**src/sv/ckb_pkg.sv**
```systemverilog
// shared types, widths and constants of the color keyed sprite blitter
package ckb_pkg;

    // screen geometry
    localparam int SCREEN_COLUMNS = 320;
    localparam int SCREEN_BYTES   = 64000;

    // field widths
    localparam int X_W          = 9;
    localparam int Y_W          = 8;
    localparam int FRAME_W      = 10;
    localparam int COLOR_W      = 8;
    localparam int ADDR_W       = 17;
    localparam int FULL_ADDR_W  = 18;
    localparam int AREA_W       = X_W + Y_W;
    localparam int BASE_W       = 16;
    localparam int CFG_DATA_W   = 10;
    localparam int CFG_INDEX_W  = 3;
    localparam int TDATA_W      = 48;
    localparam int TUSER_W      = 2;

    // zero fill above the result fields in tdata
    localparam int TDATA_PAD_W  = TDATA_W - 2 * ADDR_W - COLOR_W;
    // frame number times sprite area
    localparam int FRAME_PROD_W = FRAME_W + AREA_W;

    // sprite size after reset
    localparam int SPRITE_SIZE_RESET = 16;

    // configuration register indexes
    typedef enum logic [CFG_INDEX_W-1:0] {
        REG_DEST_X            = 3'd0,
        REG_DEST_Y            = 3'd1,
        REG_SPRITE_WIDTH      = 3'd2,
        REG_SPRITE_HEIGHT     = 3'd3,
        REG_FRAME_INDEX       = 3'd4,
        REG_MIRROR            = 3'd5,
        REG_OVERRIDE_COLOR    = 3'd6,
        REG_TRANSPARENT_COLOR = 3'd7
    } reg_index_t;

    // configuration as seen by the datapath; width and height never zero
    typedef struct packed {
        logic [X_W-1:0]     dest_x;
        logic [Y_W-1:0]     dest_y;
        logic [X_W-1:0]     width;
        logic [Y_W-1:0]     height;
        logic [FRAME_W-1:0] frame_index;
        logic               mirror;
        logic [COLOR_W-1:0] override_color;
        logic [COLOR_W-1:0] transparent_color;
    } cfg_t;

    // one captured pixel with its sprite position
    typedef struct packed {
        logic [COLOR_W-1:0] pixel;
        logic [Y_W-1:0]     row;
        logic [X_W-1:0]     col;
        logic [X_W-1:0]     dcol;
        logic [AREA_W-1:0]  row_offset;
        logic               last;
    } pos_t;

endpackage

```
**src/sv/ckb_cfg.sv**
```systemverilog
// configuration registers and the registered sprite area
module ckb_cfg (
    input  logic                              clk,
    input  logic                              rst_n,
    input  logic                              cfg_we,
    input  logic [ckb_pkg::CFG_INDEX_W-1:0]   cfg_index,
    input  logic [ckb_pkg::CFG_DATA_W-1:0]    cfg_data,
    output ckb_pkg::cfg_t                     cfg,
    output logic [ckb_pkg::AREA_W-1:0]        area
);

    logic [ckb_pkg::X_W-1:0]     dest_x_reg;
    logic [ckb_pkg::Y_W-1:0]     dest_y_reg;
    logic [ckb_pkg::X_W-1:0]     width_reg;
    logic [ckb_pkg::Y_W-1:0]     height_reg;
    logic [ckb_pkg::FRAME_W-1:0] frame_index_reg;
    logic                        mirror_reg;
    logic [ckb_pkg::COLOR_W-1:0] override_color_reg;
    logic [ckb_pkg::COLOR_W-1:0] transparent_color_reg;
    logic [ckb_pkg::AREA_W-1:0]  area_reg;
    logic [ckb_pkg::X_W-1:0]     width_eff;
    logic [ckb_pkg::Y_W-1:0]     height_eff;

    // register writes
    always_ff @(posedge clk or negedge rst_n)
    begin
        if (!rst_n)
        begin
            dest_x_reg            <= '0;
            dest_y_reg            <= '0;
            width_reg             <= ckb_pkg::X_W'(ckb_pkg::SPRITE_SIZE_RESET);
            height_reg            <= ckb_pkg::Y_W'(ckb_pkg::SPRITE_SIZE_RESET);
            frame_index_reg       <= '0;
            mirror_reg            <= 1'b0;
            override_color_reg    <= '0;
            transparent_color_reg <= '0;
        end
        else if (cfg_we)
        begin
            unique case (ckb_pkg::reg_index_t'(cfg_index))
                ckb_pkg::REG_DEST_X:            dest_x_reg <= cfg_data[ckb_pkg::X_W-1:0];
                ckb_pkg::REG_DEST_Y:            dest_y_reg <= cfg_data[ckb_pkg::Y_W-1:0];
                ckb_pkg::REG_SPRITE_WIDTH:      width_reg <= cfg_data[ckb_pkg::X_W-1:0];
                ckb_pkg::REG_SPRITE_HEIGHT:     height_reg <= cfg_data[ckb_pkg::Y_W-1:0];
                ckb_pkg::REG_FRAME_INDEX:       frame_index_reg <= cfg_data;
                ckb_pkg::REG_MIRROR:            mirror_reg <= cfg_data[0];
                ckb_pkg::REG_OVERRIDE_COLOR:    override_color_reg <= cfg_data[ckb_pkg::COLOR_W-1:0];
                ckb_pkg::REG_TRANSPARENT_COLOR: transparent_color_reg <= cfg_data[ckb_pkg::COLOR_W-1:0];
                default:                        mirror_reg <= mirror_reg;
            endcase
        end
    end

    // a size of zero acts as one
    assign width_eff  = (width_reg == '0) ? ckb_pkg::X_W'(1) : width_reg;
    assign height_eff = (height_reg == '0) ? ckb_pkg::Y_W'(1) : height_reg;

    // sprite area, registered from the size registers
    always_ff @(posedge clk or negedge rst_n)
    begin
        if (!rst_n)
        begin
            area_reg <= ckb_pkg::AREA_W'(ckb_pkg::SPRITE_SIZE_RESET * ckb_pkg::SPRITE_SIZE_RESET);
        end
        else
        begin
            area_reg <= ckb_pkg::AREA_W'(width_eff) * ckb_pkg::AREA_W'(height_eff);
        end
    end

    assign cfg.dest_x            = dest_x_reg;
    assign cfg.dest_y            = dest_y_reg;
    assign cfg.width             = width_eff;
    assign cfg.height            = height_eff;
    assign cfg.frame_index       = frame_index_reg;
    assign cfg.mirror            = mirror_reg;
    assign cfg.override_color    = override_color_reg;
    assign cfg.transparent_color = transparent_color_reg;
    assign area                  = area_reg;

endmodule

```
**src/sv/ckb_pos.sv**
```systemverilog
// row and column counters and the input register
module ckb_pos (
    input  logic                          clk,
    input  logic                          rst_n,
    input  ckb_pkg::cfg_t                 cfg,
    input  logic                          in_valid,
    input  logic [ckb_pkg::COLOR_W-1:0]   in_pixel,
    input  logic                          take,
    output logic                          in_ready,
    output logic                          st_valid,
    output ckb_pkg::pos_t                 st
);

    logic [ckb_pkg::Y_W-1:0]   row_reg;
    logic [ckb_pkg::X_W-1:0]   col_reg;
    logic                      st_valid_reg;
    ckb_pkg::pos_t             st_reg;
    logic                      accept;
    logic [ckb_pkg::X_W:0]     col_inc;
    logic [ckb_pkg::Y_W:0]     row_inc;
    logic                      row_end;
    logic                      sprite_end;
    logic [ckb_pkg::X_W-1:0]   dcol;
    logic [ckb_pkg::AREA_W-1:0] row_offset;

    assign in_ready = !st_valid_reg || take;
    assign accept   = in_valid && in_ready;

    // end of row and end of sprite
    assign col_inc    = {1'b0, col_reg} + (ckb_pkg::X_W+1)'(1);
    assign row_inc    = {1'b0, row_reg} + (ckb_pkg::Y_W+1)'(1);
    assign row_end    = col_inc >= {1'b0, cfg.width};
    assign sprite_end = row_end && (row_inc >= {1'b0, cfg.height});

    // destination column, reversed when mirrored
    always_comb
    begin
        if (!cfg.mirror)
        begin
            dcol = col_reg;
        end
        else if (col_reg < cfg.width)
        begin
            dcol = cfg.width - ckb_pkg::X_W'(1) - col_reg;
        end
        else
        begin
            dcol = '0;
        end
    end

    assign row_offset = ckb_pkg::AREA_W'(row_reg) * ckb_pkg::AREA_W'(cfg.width);

    // position counters
    always_ff @(posedge clk or negedge rst_n)
    begin
        if (!rst_n)
        begin
            row_reg <= '0;
            col_reg <= '0;
        end
        else if (accept)
        begin
            priority if (sprite_end)
            begin
                row_reg <= '0;
                col_reg <= '0;
            end
            else if (row_end)
            begin
                row_reg <= row_inc[ckb_pkg::Y_W-1:0];
                col_reg <= '0;
            end
            else
            begin
                col_reg <= col_inc[ckb_pkg::X_W-1:0];
            end
        end
    end

    // input register valid
    always_ff @(posedge clk or negedge rst_n)
    begin
        if (!rst_n)
        begin
            st_valid_reg <= 1'b0;
        end
        else if (accept)
        begin
            st_valid_reg <= 1'b1;
        end
        else if (take)
        begin
            st_valid_reg <= 1'b0;
        end
    end

    // input register payload
    always_ff @(posedge clk)
    begin
        if (accept)
        begin
            st_reg.pixel      <= in_pixel;
            st_reg.row        <= row_reg;
            st_reg.col        <= col_reg;
            st_reg.dcol       <= dcol;
            st_reg.row_offset <= row_offset;
            st_reg.last       <= sprite_end;
        end
    end

    assign st_valid = st_valid_reg;
    assign st       = st_reg;

`ifndef SYNTH
    // the last pixel of a sprite returns both counters to zero
    assert property (@(posedge clk) disable iff (!rst_n)
        (accept && sprite_end) |=> (row_reg == '0 && col_reg == '0))
        else $error("counters not cleared after last pixel");

    // inside a row the column steps by one and the row holds
    assert property (@(posedge clk) disable iff (!rst_n)
        (accept && !row_end) |=>
        (col_reg == $past(col_reg) + ckb_pkg::X_W'(1) && row_reg == $past(row_reg)))
        else $error("column did not advance inside a row");

    // a captured word carries the position the counters held
    assert property (@(posedge clk) disable iff (!rst_n)
        accept |=> (st_reg.col == $past(col_reg) && st_reg.row == $past(row_reg)))
        else $error("captured position does not match counters");
`endif

endmodule

```
**src/sv/ckb_out.sv**
```systemverilog
// address, source offset and color logic with the result register
module ckb_out (
    input  logic                              clk,
    input  logic                              rst_n,
    input  ckb_pkg::cfg_t                     cfg,
    input  logic [ckb_pkg::AREA_W-1:0]        area,
    input  logic                              st_valid,
    input  ckb_pkg::pos_t                     st,
    input  logic                              out_ready,
    output logic                              take,
    output logic                              out_valid,
    output logic [ckb_pkg::TDATA_W-1:0]       out_data,
    output logic                              out_last,
    output logic [ckb_pkg::TUSER_W-1:0]       out_user
);

    logic                               valid_reg;
    logic [ckb_pkg::ADDR_W-1:0]         address_reg;
    logic [ckb_pkg::COLOR_W-1:0]        color_reg;
    logic [ckb_pkg::ADDR_W-1:0]         source_reg;
    logic                               we_reg;
    logic                               oob_reg;
    logic                               last_reg;
    logic [ckb_pkg::Y_W:0]              y_sum;
    logic [ckb_pkg::FULL_ADDR_W-1:0]    addr_full;
    logic                               oob;
    logic [ckb_pkg::FRAME_PROD_W-1:0]   frame_prod;
    logic [ckb_pkg::FULL_ADDR_W-1:0]    src_full;
    logic [ckb_pkg::COLOR_W-1:0]        color;
    logic                               opaque;

    assign take = st_valid && (!valid_reg || out_ready);

    // destination address on the full width, then the bounds check
    assign y_sum     = {1'b0, cfg.dest_y} + {1'b0, st.row};
    assign addr_full = ckb_pkg::FULL_ADDR_W'(y_sum)
                     * ckb_pkg::FULL_ADDR_W'(ckb_pkg::SCREEN_COLUMNS)
                     + ckb_pkg::FULL_ADDR_W'(cfg.dest_x)
                     + ckb_pkg::FULL_ADDR_W'(st.dcol);
    assign oob       = addr_full >= ckb_pkg::FULL_ADDR_W'(ckb_pkg::SCREEN_BYTES);

    // source offset, frame base wraps at 16 bits
    assign frame_prod = ckb_pkg::FRAME_PROD_W'(cfg.frame_index)
                      * ckb_pkg::FRAME_PROD_W'(area);
    assign src_full   = ckb_pkg::FULL_ADDR_W'(frame_prod[ckb_pkg::BASE_W-1:0])
                      + ckb_pkg::FULL_ADDR_W'(st.row_offset)
                      + ckb_pkg::FULL_ADDR_W'(st.col);

    // color key and override
    assign color  = (cfg.override_color > cfg.transparent_color) ? cfg.override_color : st.pixel;
    assign opaque = st.pixel != cfg.transparent_color;

    // result register valid
    always_ff @(posedge clk or negedge rst_n)
    begin
        if (!rst_n)
        begin
            valid_reg <= 1'b0;
        end
        else if (take)
        begin
            valid_reg <= 1'b1;
        end
        else if (out_ready)
        begin
            valid_reg <= 1'b0;
        end
    end

    // result register payload
    always_ff @(posedge clk)
    begin
        if (take)
        begin
            address_reg <= addr_full[ckb_pkg::ADDR_W-1:0];
            color_reg   <= color;
            source_reg  <= src_full[ckb_pkg::ADDR_W-1:0];
            we_reg      <= opaque && !oob;
            oob_reg     <= oob;
            last_reg    <= st.last;
        end
    end

    assign out_valid = valid_reg;
    assign out_data  = {{ckb_pkg::TDATA_PAD_W{1'b0}}, source_reg, color_reg, address_reg};
    assign out_last  = last_reg;
    assign out_user  = {oob_reg, we_reg};

`ifndef SYNTH
    // a write is never issued outside screen memory
    assert property (@(posedge clk) disable iff (!rst_n)
        valid_reg |-> !(we_reg && oob_reg))
        else $error("write enabled on out of bounds address");
`endif

endmodule

```
**src/sv/color_keyed_sprite_blitter.sv**
```systemverilog
// top level of the color keyed sprite blitter
//
//  port group       dir  word contents
//  s_axis_*         in   tdata[7:0] pixel_value
//  m_axis_*         out  tdata: write_address, write_color, source_offset;
//                        tuser: write_enable, out_of_bounds; tlast: last_pixel
//  cfg_*            in   register write, index 0..7, 10 bit data
//
//  one pixel word per cycle sustained while m_axis_tready is high; a result
//  word passes the input register, then the result register, to reach m_axis
//  the counters step on each accepted pixel word; the address and offset
//  adders are combinational
//  reset clears counters, pipeline valids and config registers (size 16x16)
//  a stall on the master side holds the result register and backs up into
//  the input register; both stages keep moving as long as tready is high
module color_keyed_sprite_blitter (
    input  logic                                clk,
    input  logic                                rst_n,
    input  logic                                s_axis_tvalid,
    output logic                                s_axis_tready,
    input  logic [ckb_pkg::COLOR_W-1:0]         s_axis_tdata,  // [7:0] pixel_value
    output logic                                m_axis_tvalid,
    input  logic                                m_axis_tready,
    // [16:0] write_address, [24:17] write_color, [41:25] source_offset, [47:42] zero
    output logic [ckb_pkg::TDATA_W-1:0]         m_axis_tdata,
    output logic                                m_axis_tlast,
    output logic [ckb_pkg::TUSER_W-1:0]         m_axis_tuser,  // [0] write_enable, [1] out_of_bounds
    input  logic                                cfg_we,
    input  logic [ckb_pkg::CFG_INDEX_W-1:0]     cfg_index,
    input  logic [ckb_pkg::CFG_DATA_W-1:0]      cfg_data
);

    ckb_pkg::cfg_t                    cfg;
    logic [ckb_pkg::AREA_W-1:0]       area;
    logic                             take;
    logic                             st_valid;
    ckb_pkg::pos_t                    st;

    // configuration registers
    ckb_cfg u_cfg (
        .clk       (clk),
        .rst_n     (rst_n),
        .cfg_we    (cfg_we),
        .cfg_index (cfg_index),
        .cfg_data  (cfg_data),
        .cfg       (cfg),
        .area      (area)
    );

    // position counters and input register
    ckb_pos u_pos (
        .clk      (clk),
        .rst_n    (rst_n),
        .cfg      (cfg),
        .in_valid (s_axis_tvalid),
        .in_pixel (s_axis_tdata),
        .take     (take),
        .in_ready (s_axis_tready),
        .st_valid (st_valid),
        .st       (st)
    );

    // result computation and output register
    ckb_out u_out (
        .clk       (clk),
        .rst_n     (rst_n),
        .cfg       (cfg),
        .area      (area),
        .st_valid  (st_valid),
        .st        (st),
        .out_ready (m_axis_tready),
        .take      (take),
        .out_valid (m_axis_tvalid),
        .out_data  (m_axis_tdata),
        .out_last  (m_axis_tlast),
        .out_user  (m_axis_tuser)
    );

endmodule

```
**config.mk**
```make
export PLATFORM = sky130hd
export DESIGN_NAME = color_keyed_sprite_blitter
export DESIGN_NICKNAME = d
export VERILOG_FILES = /design/src/sv/ckb_pkg.sv /design/src/sv/ckb_cfg.sv /design/src/sv/ckb_pos.sv /design/src/sv/ckb_out.sv /design/src/sv/color_keyed_sprite_blitter.sv
export SDC_FILE = /design/constraint.sdc
export NUM_CORES = 1
export LEC_CHECK = 0
export BUFFER_PORTS_ARGS = -buffer_cell sky130_fd_sc_hd__buf_4
export CORE_MARGIN = 2
export CORE_UTILIZATION = 58
export CTS_CLUSTER_DIAMETER = 80
export DETAILED_ROUTE_END_ITERATION = 7
export HOLD_SLACK_MARGIN = 0.05
export PLACE_DENSITY = 0.87
export SETUP_SLACK_MARGIN = 0.3
export SYNTH_ARGS = -nofsm -noshare
export SYNTH_HDL_FRONTEND = slang
export SYNTH_SLANG_ARGS = --single-unit
```
**constraint.sdc**
```tcl
create_clock -name clk -period 6.3 [get_ports clk]
set_input_delay 0.945 -clock clk [delete_from_list [all_inputs] [get_ports clk]]
set_output_delay 0.945 -clock clk [all_outputs]
set_load 0.05 [all_outputs]
```
==> flow_metrics.py, run 1 <==
metrics = {
    "critical_path": {
        "start_kind": "register",
        "cp_data_arrival_time_ps": 6240,
        "cp_num_buf_inv": 4,
        "crit_start": "u_cfg.frame_index_reg[1]",
        "critical_path.cell_chain": "buf_6 > nand2_1 > fa_1 > inv_1 > fa_1 > ha_4 > fa_1 > inv_1 > fa_1 > inv_1 > ha_4 > a21boi_2 > o41a_1 > a41o_1 > o41ai_2 > xnor2_1 > ha_1 > ha_4 > nor2_4 > a2111oi_4 > o311ai_2",
        "critPathTopFamily": "adder cells",
        "cpMaxStageDelayCell": "fa_1",
        "cpMostUsedCell": "fa_1",
        "endpoint_kind": "register",
        "timing.rr.start": "u_cfg.frame_index_reg[1]",
        "crit_required_ps": 6480,
        "critPathKind": "reg2reg",
        "slowest_delay_ps": 540,
        "path_max_fanout": 6,
    },
    "layout": {
        "largest_reg_flops": 52,
        "nets": 2305,
        "diodes": 0,
        "fin_util_pct": 66.4,
        "drive_gt1_share_pct": 15.7,
        "final_cell_count_no_fill": 2314,
        "area_delta_synth_final_pct": 12.1,
    },
    "synth": {
        "synth_edf_count": 97,
        "yosysWarningCount": 0,
        "synth_cell_types": 73,
        "synth_commonest_cells": "inv_1, ha_1, nand2_1",
        "syn_area_per_cell_um2": 10.0,
        "synth_area_leaders": "fa_1, edfxtp_1, ha_1",
        "ys.flop_type": "edfxtp_1",
        "synth_top_area_share_pct": 18.7,
        "synth_area_leader_cell": "fa_1",
        "synthesis.instances": 1812,
        "yosysSeqAreaShare_pct": 29.2,
        "synth-seq-cells": 193,
        "synth_area_um2": 18200,
        "yosysMostFrequentCell": "inv_1",
        "async_reset_ff_share_pct": 49.7,
    },
    "sta": {
        "final.min_clock_period_ps": 6070,
        "tightest_slew_ps": 881,
        "finalHoldViolCount": 0,
        "relSlewSlack_pct": 41.0,
        "holdWs_ps": 408,
        "slew_violations": 0,
        "finClkSkew_ps": 13.3,
        "fmax_mhz": 165,
        "setup_violations": 0,
        "post-route-period-util_pct": 96.3,
        "rsz0062_at_grt": "yes",
        "final.setup.worst_slack_ps": 232,
    },
    "outcome": {
        "status": "completed",
    },
    "placed_design": {
        "routabilityCongestion": 0.932,
        "io_buffers": 72,
        "hpwlAfterDp_mm": 33.1,
        "dp_cells": 2257,
        "preCtsSetupSlack_ps": -22.6,
    },
    "detailed_routing": {
        "vias": 13600,
        "firstDrtPassIters": 5,
        "detail_route.wl_per_cell_um": 18.8,
        "drt_iter0_drc": 1068,
        "vias_per_cell": 5.87,
        "drtAntennaViolNets": 0,
        "drcViolationCount": 0,
        "wirelength_mm": 43.6,
    },
    "clock_network": {
        "cts_tree": "built",
        "root_buffer": "clkbuf_16",
        "clk_pin_slew_ps": 80,
        "cts_buffers": 17,
        "hold_buffers": 0,
        "cts_buffer_depth": 2,
        "clkLatencyLatePin_ps": 450,
        "cts_sinks": 193,
        "htree_levels": 4,
    },
    "floorplan": {
        "die_area_um2": 32800,
        "core_um2": 30700,
        "start_util_pct": 59.2,
        "die_w_um": 181,
        "placementRows": 64,
        "io-pin-count": 79,
        "die_y_um": 181,
    },
    "grt": {
        "overflow": 0,
        "grt_first_pass_wirelength_mm": 71.5,
        "grt_max_degree": 68,
        "antenna_found_initial": 0,
        "grt_pass1_vias": 14000,
        "grt_use_total_pct": 27.2,
    },
    "min_path": {
        "holdCritPathClass": "in2async",
    },
    "flow_run": {
        "max_cap_viol_count": 0,
    },
}
[final cells by class]
cell class                 count  area (um^2)
clock buffer                  20          457
clock inverter                12          121
fill                        2228        10300
inverter                     285         1070
multi-input combinational   1278        11900
sequential                   193         5330
tap                          396          495
timing repair buffer         130          998
[metal layers]
layer | vias to the layer above | wire length [um] | GRT usage (%)
li1 | 6119 | - | -
met1 | 6787 | 17500 | 36.6
met2 | 574 | 22000 | 45.9
met3 | 93 | 3060 | 4.15
met4 | 0 | 1080 | 8.16
met5 | - | 0 | 0
[cells by family after synthesis]
group,after synthesis,synth area share [%]
flip-flops,193,29.2
AO/OA/AOI/OAI,215,7.97
other,1,0.0206
multiplexers,59,3.64
AND/OR/NAND/NOR,504,13.4
adder cells (fa/ha/maj),374,32.7
XOR/XNOR,120,5.77
buffers and inverters,346,7.30
[cell usage in the layout (no fill, tap or decap), types with 41 or more instances in the layout]
| cell | instances |
|---|---|
| a21oi_1 | 49 |
| and2_1 | 89 |
| buf_4 | 124 |
| dfrtp_1 | 85 |
| edfxtp_1 | 97 |
| fa_1 | 167 |
| ha_1 | 187 |
| inv_1 | 277 |
| mux2_2 | 57 |
| nand2_1 | 193 |
| nor2_1 | 80 |
| o21ai_0 | 41 |
| xnor2_1 | 88 |
[stage by stage]
step           setup TNS, ps  cell area [um^2]
2_1_floorplan              0             18300
3_3_place_gp               0             19300
3_5_place_dp           -22.6             19300
4_1_cts                    0             20200
5_1_grt                    0             20400
6_report                   0             20400
[final timing paths]
path,to,slack (ps),cells after the start
max in group asynchronous,u_pos.col_reg[0],4650,2
min reg2reg,u_out.out_last,460,0
max,u_out.source_reg[15],230,21
min in group clk,u_out.out_last,460,0
min,u_cfg.override_color_reg[4],410,1
max reg2reg,u_out.source_reg[15],230,21
[worst register-to-register path: cells and delay by family, from the launching register on]
kind                     cells  cell delay (ps)
adder cells (fa/ha/maj)      8             3220
AND/OR/NAND/NOR              2              100
flip-flops                   1              420
XOR/XNOR                     1              130
buffers and inverters        4              310
AO/OA/AOI/OAI                6             1620
[what timing repair did]
action,CTS,global route
buffers inserted,16,9
pin swaps,38,37
endpoints found under the hold margin,0,0
gates cloned,0,0
setup endpoints to repair,7,7
gates resized for setup,38,37
Power of run 1 is left out: the tool's default activity adds up to more than one toggle a clock period on the data nets, which glitch-free logic cannot reach.
==> run 2: changes to the inputs <==
SETUP_SLACK_MARGIN = 0.15   (was 0.3)
==> run 2 against run 1 <==
The run now ends with DRC left. Via count rose by 0.35%. Critical endpoint is now u_out.source_reg[14]. Register-to-register slack worse by 80 ps. Fmax fell by 1.2%. Critical path depth is 1 higher. Setup slack worse by 75 ps. Critical path type unchanged. Global-route usage is 0.74 points higher.
==> flow_metrics.py, run 2 (synthesized netlist as in run 1, its figures left out) <==
metrics = {
    "detailed_routing": {
        "wirelength_mm": 44.7,
        "drtAntennaViolNets": 0,
        "firstDrtPassIters": 8,
        "vias_per_cell": 5.88,
        "vias": 13600,
        "detail_route.wl_per_cell_um": 19.3,
        "drt_iter0_drc": 1139,
        "drcViolationCount": 4,
    },
    "critical_path": {
        "r2r_slack_ps": 160,
        "cpMostUsedCell": "fa_1",
        "start_kind": "register",
        "endpoint_kind": "register",
        "cp_data_arrival_time_ps": 6350,
        "timing.rr.start": "u_cfg.frame_index_reg[6]",
        "slowest_delay_ps": 530,
        "critical_path.cell_chain": "buf_6 > buf_4 > buf_4 > and2_1 > fa_1 > fa_1 > ha_1 > fa_1 > fa_1 > ha_2 > nor3_1 > o21ai_0 > a31oi_1 > xnor2_1 > ha_1 > ha_2 > and3_1 > a21oi_1 > o211ai_1 > a31o_2 > a21oi_2 > xnor2_1",
        "cpMaxStageDelayCell": "fa_1",
        "crit_required_ps": 6510,
        "path_max_fanout": 7,
        "ff2ff_path_depth": 22,
        "critPathKind": "reg2reg",
        "reg2reg_to": "u_out.source_reg[14]",
    },
    "clock_network": {
        "cts_tree": "built",
        "clkLatencyLatePin_ps": 460,
        "htree_levels": 4,
        "cts_buffer_depth": 2,
        "cts_buffers": 17,
        "cts_sinks": 193,
        "root_buffer": "clkbuf_16",
        "hold_buffers": 0,
        "clk_pin_slew_ps": 80,
    },
    "layout": {
        "fill_cells": 2224,
        "largest_reg_flops": 52,
        "final_cell_mix": "inv_1, nand2_1, ha_1",
        "final_common_cell": "inv_1",
        "nets": 2306,
        "diodes": 0,
        "drive_gt1_share_pct": 14.8,
        "area_delta_synth_final_pct": 12.1,
    },
    "flow_run": {
        "max_cap_viol_count": 0,
    },
    "grt": {
        "grt_pass1_vias": 14300,
        "grt_use_total_pct": 28.0,
        "overflow": 0,
        "grt_max_degree": 73,
        "antenna_found_initial": 0,
        "grt_first_pass_wirelength_mm": 73.0,
    },
    "sta": {
        "relSlewSlack_pct": 35.6,
        "finalSetupTns_ps": 0,
        "finClkSkew_ps": 10.6,
        "setup_violations": 0,
        "final.min_clock_period_ps": 6140,
        "slew_violations": 0,
        "fmax_mhz": 163,
        "final.setup.worst_slack_ps": 156,
        "post-route-period-util_pct": 97.5,
        "tightest_slew_ps": 966,
        "finalHoldViolCount": 0,
        "rsz0062_at_grt": "yes",
    },
    "floorplan": {
        "core_um2": 30700,
        "die_w_um": 181,
        "io-pin-count": 79,
        "die_area_um2": 32800,
        "placementRows": 64,
        "start_util_pct": 59.2,
        "die_y_um": 181,
    },
    "placed_design": {
        "preCtsSetupSlack_ps": -176,
        "routabilityCongestion": 0.920,
        "io_buffers": 72,
        "hpwlAfterDp_mm": 32.7,
    },
    "outcome": {
        "status": "complete, but fails checks",
        "violations": "DRC",
    },
    "min_path": {
        "holdCritPathClass": "in2async",
    },
}
run 2: critical path, delay by kind of cell, from the launching register on:
family	cells	cell delay (ps)
adder cells (fa/ha/maj)	8	3100
AO/OA/AOI/OAI	6	1140
AND/OR/NAND/NOR	3	510
flip-flops	1	430
buffers and inverters	3	410
XOR/XNOR	2	280
run 2: what timing repair did:
action / in CTS / in global routing
pin swaps: 14 / 42
hold endpoints to repair: 0 / 0
gates resized for setup: 28 / 36
buffers inserted: 14 / 10
endpoints found under the setup margin: 4 / 6
cloned: 0 / 0
run 2: layout make-up:
type | instances | area [um^2] | area share, %
multi-input cells | 1278 | 11900 | 58.2
flip-flops and latches | 193 | 5320 | 26.1
inverters | 285 | 1070 | 5.24
repair buffers | 131 | 1030 | 5.06
well taps | 396 | 495 | 2.43
clock buffers | 18 | 439 | 2.15
clock inverters | 14 | 173 | 0.846
run 2: worst max-delay path by stage:
stage                        startpoint              endpoint  slack [ps]  depth (start not counted)
2_1_floorplan  u_cfg.frame_index_reg[3]  u_out.source_reg[15]         150                         22
3_3_place_gp              u_cfg.area[5]  u_out.source_reg[15]          50                         21
3_5_place_dp              u_cfg.area[3]  u_out.source_reg[15]        -180                         23
4_1_cts        u_cfg.frame_index_reg[3]  u_out.source_reg[15]         120                         23
5_1_grt        u_cfg.frame_index_reg[3]  u_out.source_reg[15]         -60                         23
6_report       u_cfg.frame_index_reg[6]  u_out.source_reg[14]         160                         22
run 2: metrics by stage:
stage | instances | instance area (um^2) | utilization (%) | hold WS [ps]
finish | 2315 | 20400 | 66.4 | 377
global route | 2315 | 20400 | 66.4 | 405
CTS | 2305 | 20200 | 65.6 | 390
detailed placement | 2259 | 19300 | 62.7 | 429
global placement | 2259 | 19300 | 62.7 | 435
floorplan | 1817 | 18200 | - | 400
run 2: per-layer routing:
layer  wire length (um)  GRT usage, %  part of all wire, %
met1              17900          36.0                   40
met2              22300          48.1                   50
met3               2990          4.23                  6.7
met4               1490          10.2                  3.3
met5                  0             0                    0
Power of run 2 is left out for the same reason.
==> run 3: changes to the inputs <==
CORE_MARGIN = 8   (was 2)
RECOVER_POWER = 50   (was unset)
==> run 3 against run 2 <==
The flow finishes with violations (capacitance limit, slew limit). Critical path depth stayed put. Clock skew is 11 ps higher. Routed wire length is 1.7% higher. Largest cell class unchanged.
==> flow_metrics.py, run 3 (synthesized netlist as in run 1, its figures left out) <==
metrics = {
    "grt": {
        "antenna_found_initial": 0,
        "grt_pass1_vias": 14100,
        "grt_first_pass_wirelength_mm": 72.4,
        "grt_max_degree": 69,
        "grt_use_total_pct": 24.9,
        "overflow": 0,
    },
    "detailed_routing": {
        "met2WireLength_mm": 22.8,
        "detail_route.wl_per_cell_um": 19.6,
        "wl_met3_mm": 3.11,
        "firstDrtPassIters": 6,
        "wl_met1_mm": 17.6,
        "wirelength_mm": 45.5,
        "vias_per_cell": 5.93,
        "routed.top_layer": "met4",
        "drt_iter0_drc": 1212,
        "drtAntennaViolNets": 0,
        "drcViolationCount": 0,
        "vias": 13700,
    },
    "flow_run": {
        "max_cap_viol_count": 3,
    },
    "floorplan": {
        "die_y_um": 193,
        "start_util_pct": 58.3,
        "die_w_um": 193,
        "io-pin-count": 79,
        "placementRows": 65,
        "die_area_um2": 37300,
        "core_um2": 31200,
    },
    "placed_design": {
        "io_buffers": 72,
        "hpwlAfterDp_mm": 33.1,
        "routabilityCongestion": 0.932,
    },
    "layout": {
        "largest_reg_flops": 52,
        "final_cell_mix": "inv_1, nand2_1, ha_1",
        "area_delta_synth_final_pct": 11.8,
        "fin_util_pct": 65.2,
        "drive_gt1_share_pct": 14.4,
        "final_common_cell": "inv_1",
        "nets": 2298,
    },
    "clock_network": {
        "root_buffer": "clkbuf_16",
        "cts_tree": "built",
        "clk_pin_slew_ps": 90,
        "clkLatencyLatePin_ps": 470,
        "htree_levels": 4,
        "cts_buffers": 17,
        "cts_sinks": 193,
        "cts_buffer_depth": 2,
    },
    "sta": {
        "finClkSkew_ps": 21.8,
        "fmax_mhz": 162,
        "finalSetupTns_ps": 0,
        "final.min_clock_period_ps": 6180,
        "setup_violations": 0,
        "relSlewSlack_pct": -106,
        "rsz0062_at_grt": "yes",
        "tightest_slew_ps": 3090,
        "slew_violations": 145,
        "post-route-period-util_pct": 98.1,
        "finalHoldViolCount": 0,
        "holdWs_ps": 415,
    },
    "critical_path": {
        "timing.rr.start": "u_cfg.frame_index_reg[5]",
        "endpoint_kind": "register",
        "path_max_fanout": 6,
        "critical_path.cell_chain": "buf_4 > buf_4 > and2_1 > fa_1 > fa_1 > inv_1 > fa_1 > inv_1 > fa_1 > inv_1 > fa_2 > inv_1 > ha_1 > a21oi_1 > o21ai_2 > xnor2_1 > ha_1 > ha_4 > buf_4 > nor2_1 > a2111oi_2 > o311ai_1",
        "slowest_delay_ps": 570,
        "start_kind": "register",
        "cp_data_arrival_time_ps": 6380,
        "cpMaxStageDelayCell": "fa_2",
        "crit_start": "u_cfg.frame_index_reg[5]",
        "crit_required_ps": 6500,
        "critPathKind": "reg2reg",
    },
    "outcome": {
        "violations": "capacitance limit, slew limit",
        "status": "complete, but fails checks",
    },
    "min_path": {
        "holdCritPathClass": "reg2reg",
        "min-delay-start": "u_pos.st[0]",
    },
}
[run 3: cell types whose count changed in the layout (fill, tap and decap cells not counted), sizes merged]
cell	previous run	this run
clkbuf	18	34
buf	131	106
inv	290	294
bufinv	2	0
diode	0	1
clkinv	7	6
[run 3: worst paths after layout]
check	depth (start not counted)	endpoint	slack (ps)
max in group asynchronous	2	u_pos.st_valid	2800
worst min register to register	0	u_out.out_last	420
worst max register to register	22	u_out.source_reg[15]	120
min in group asynchronous	1	u_cfg.override_color_reg[6]	880
worst max-delay path	22	u_out.source_reg[15]	120
worst min-delay path	0	u_out.out_last	420
[run 3: final cells by class]
type	instances	area (um^2)
Clock buffer	17	425
Fill cell	2227	10900
Timing Repair Buffer	123	932
Antenna cell	1	2.50
Clock inverter	15	213
Tap cell	402	503
Multi-Input combinational cell	1278	11900
Inverter	285	1070
Sequential cell	193	5320
[run 3: per-stage QoR]
stage	instance area, um^2	instances	worst slack, ps
after floorplan	18200	1817	150
after global placement	19300	2269	117
after detailed placement	19300	2269	-56.4
after CTS	20100	2307	149
after global routing	20400	2313	-15.9
final	20400	2314	121
[run 3: what timing repair did]
action	in CTS	in global routing
setup buffers	6	6
pin swaps	12	51
endpoints found under the setup margin	4	5
resized for setup	18	57
hold buffers	0	0
[run 3: per-layer routing]
layer | up-vias | GRT usage, %
met5 | - | 0
met4 | 0 | 11.2
met3 | 140 | 4.78
met2 | 571 | 42.5
met1 | 6894 | 30.4
li1 | 6107 | -
[run 3: worst max-delay path: cells and delay by family (launching register included)]
family	cells	cell delay [ps]
flops	1	430
compound gates	4	740
xor+xnor	1	260
buf+inv	7	650
fa+ha+maj	8	3600
simple gates	2	230
Power of run 3 is left out for the same reason.
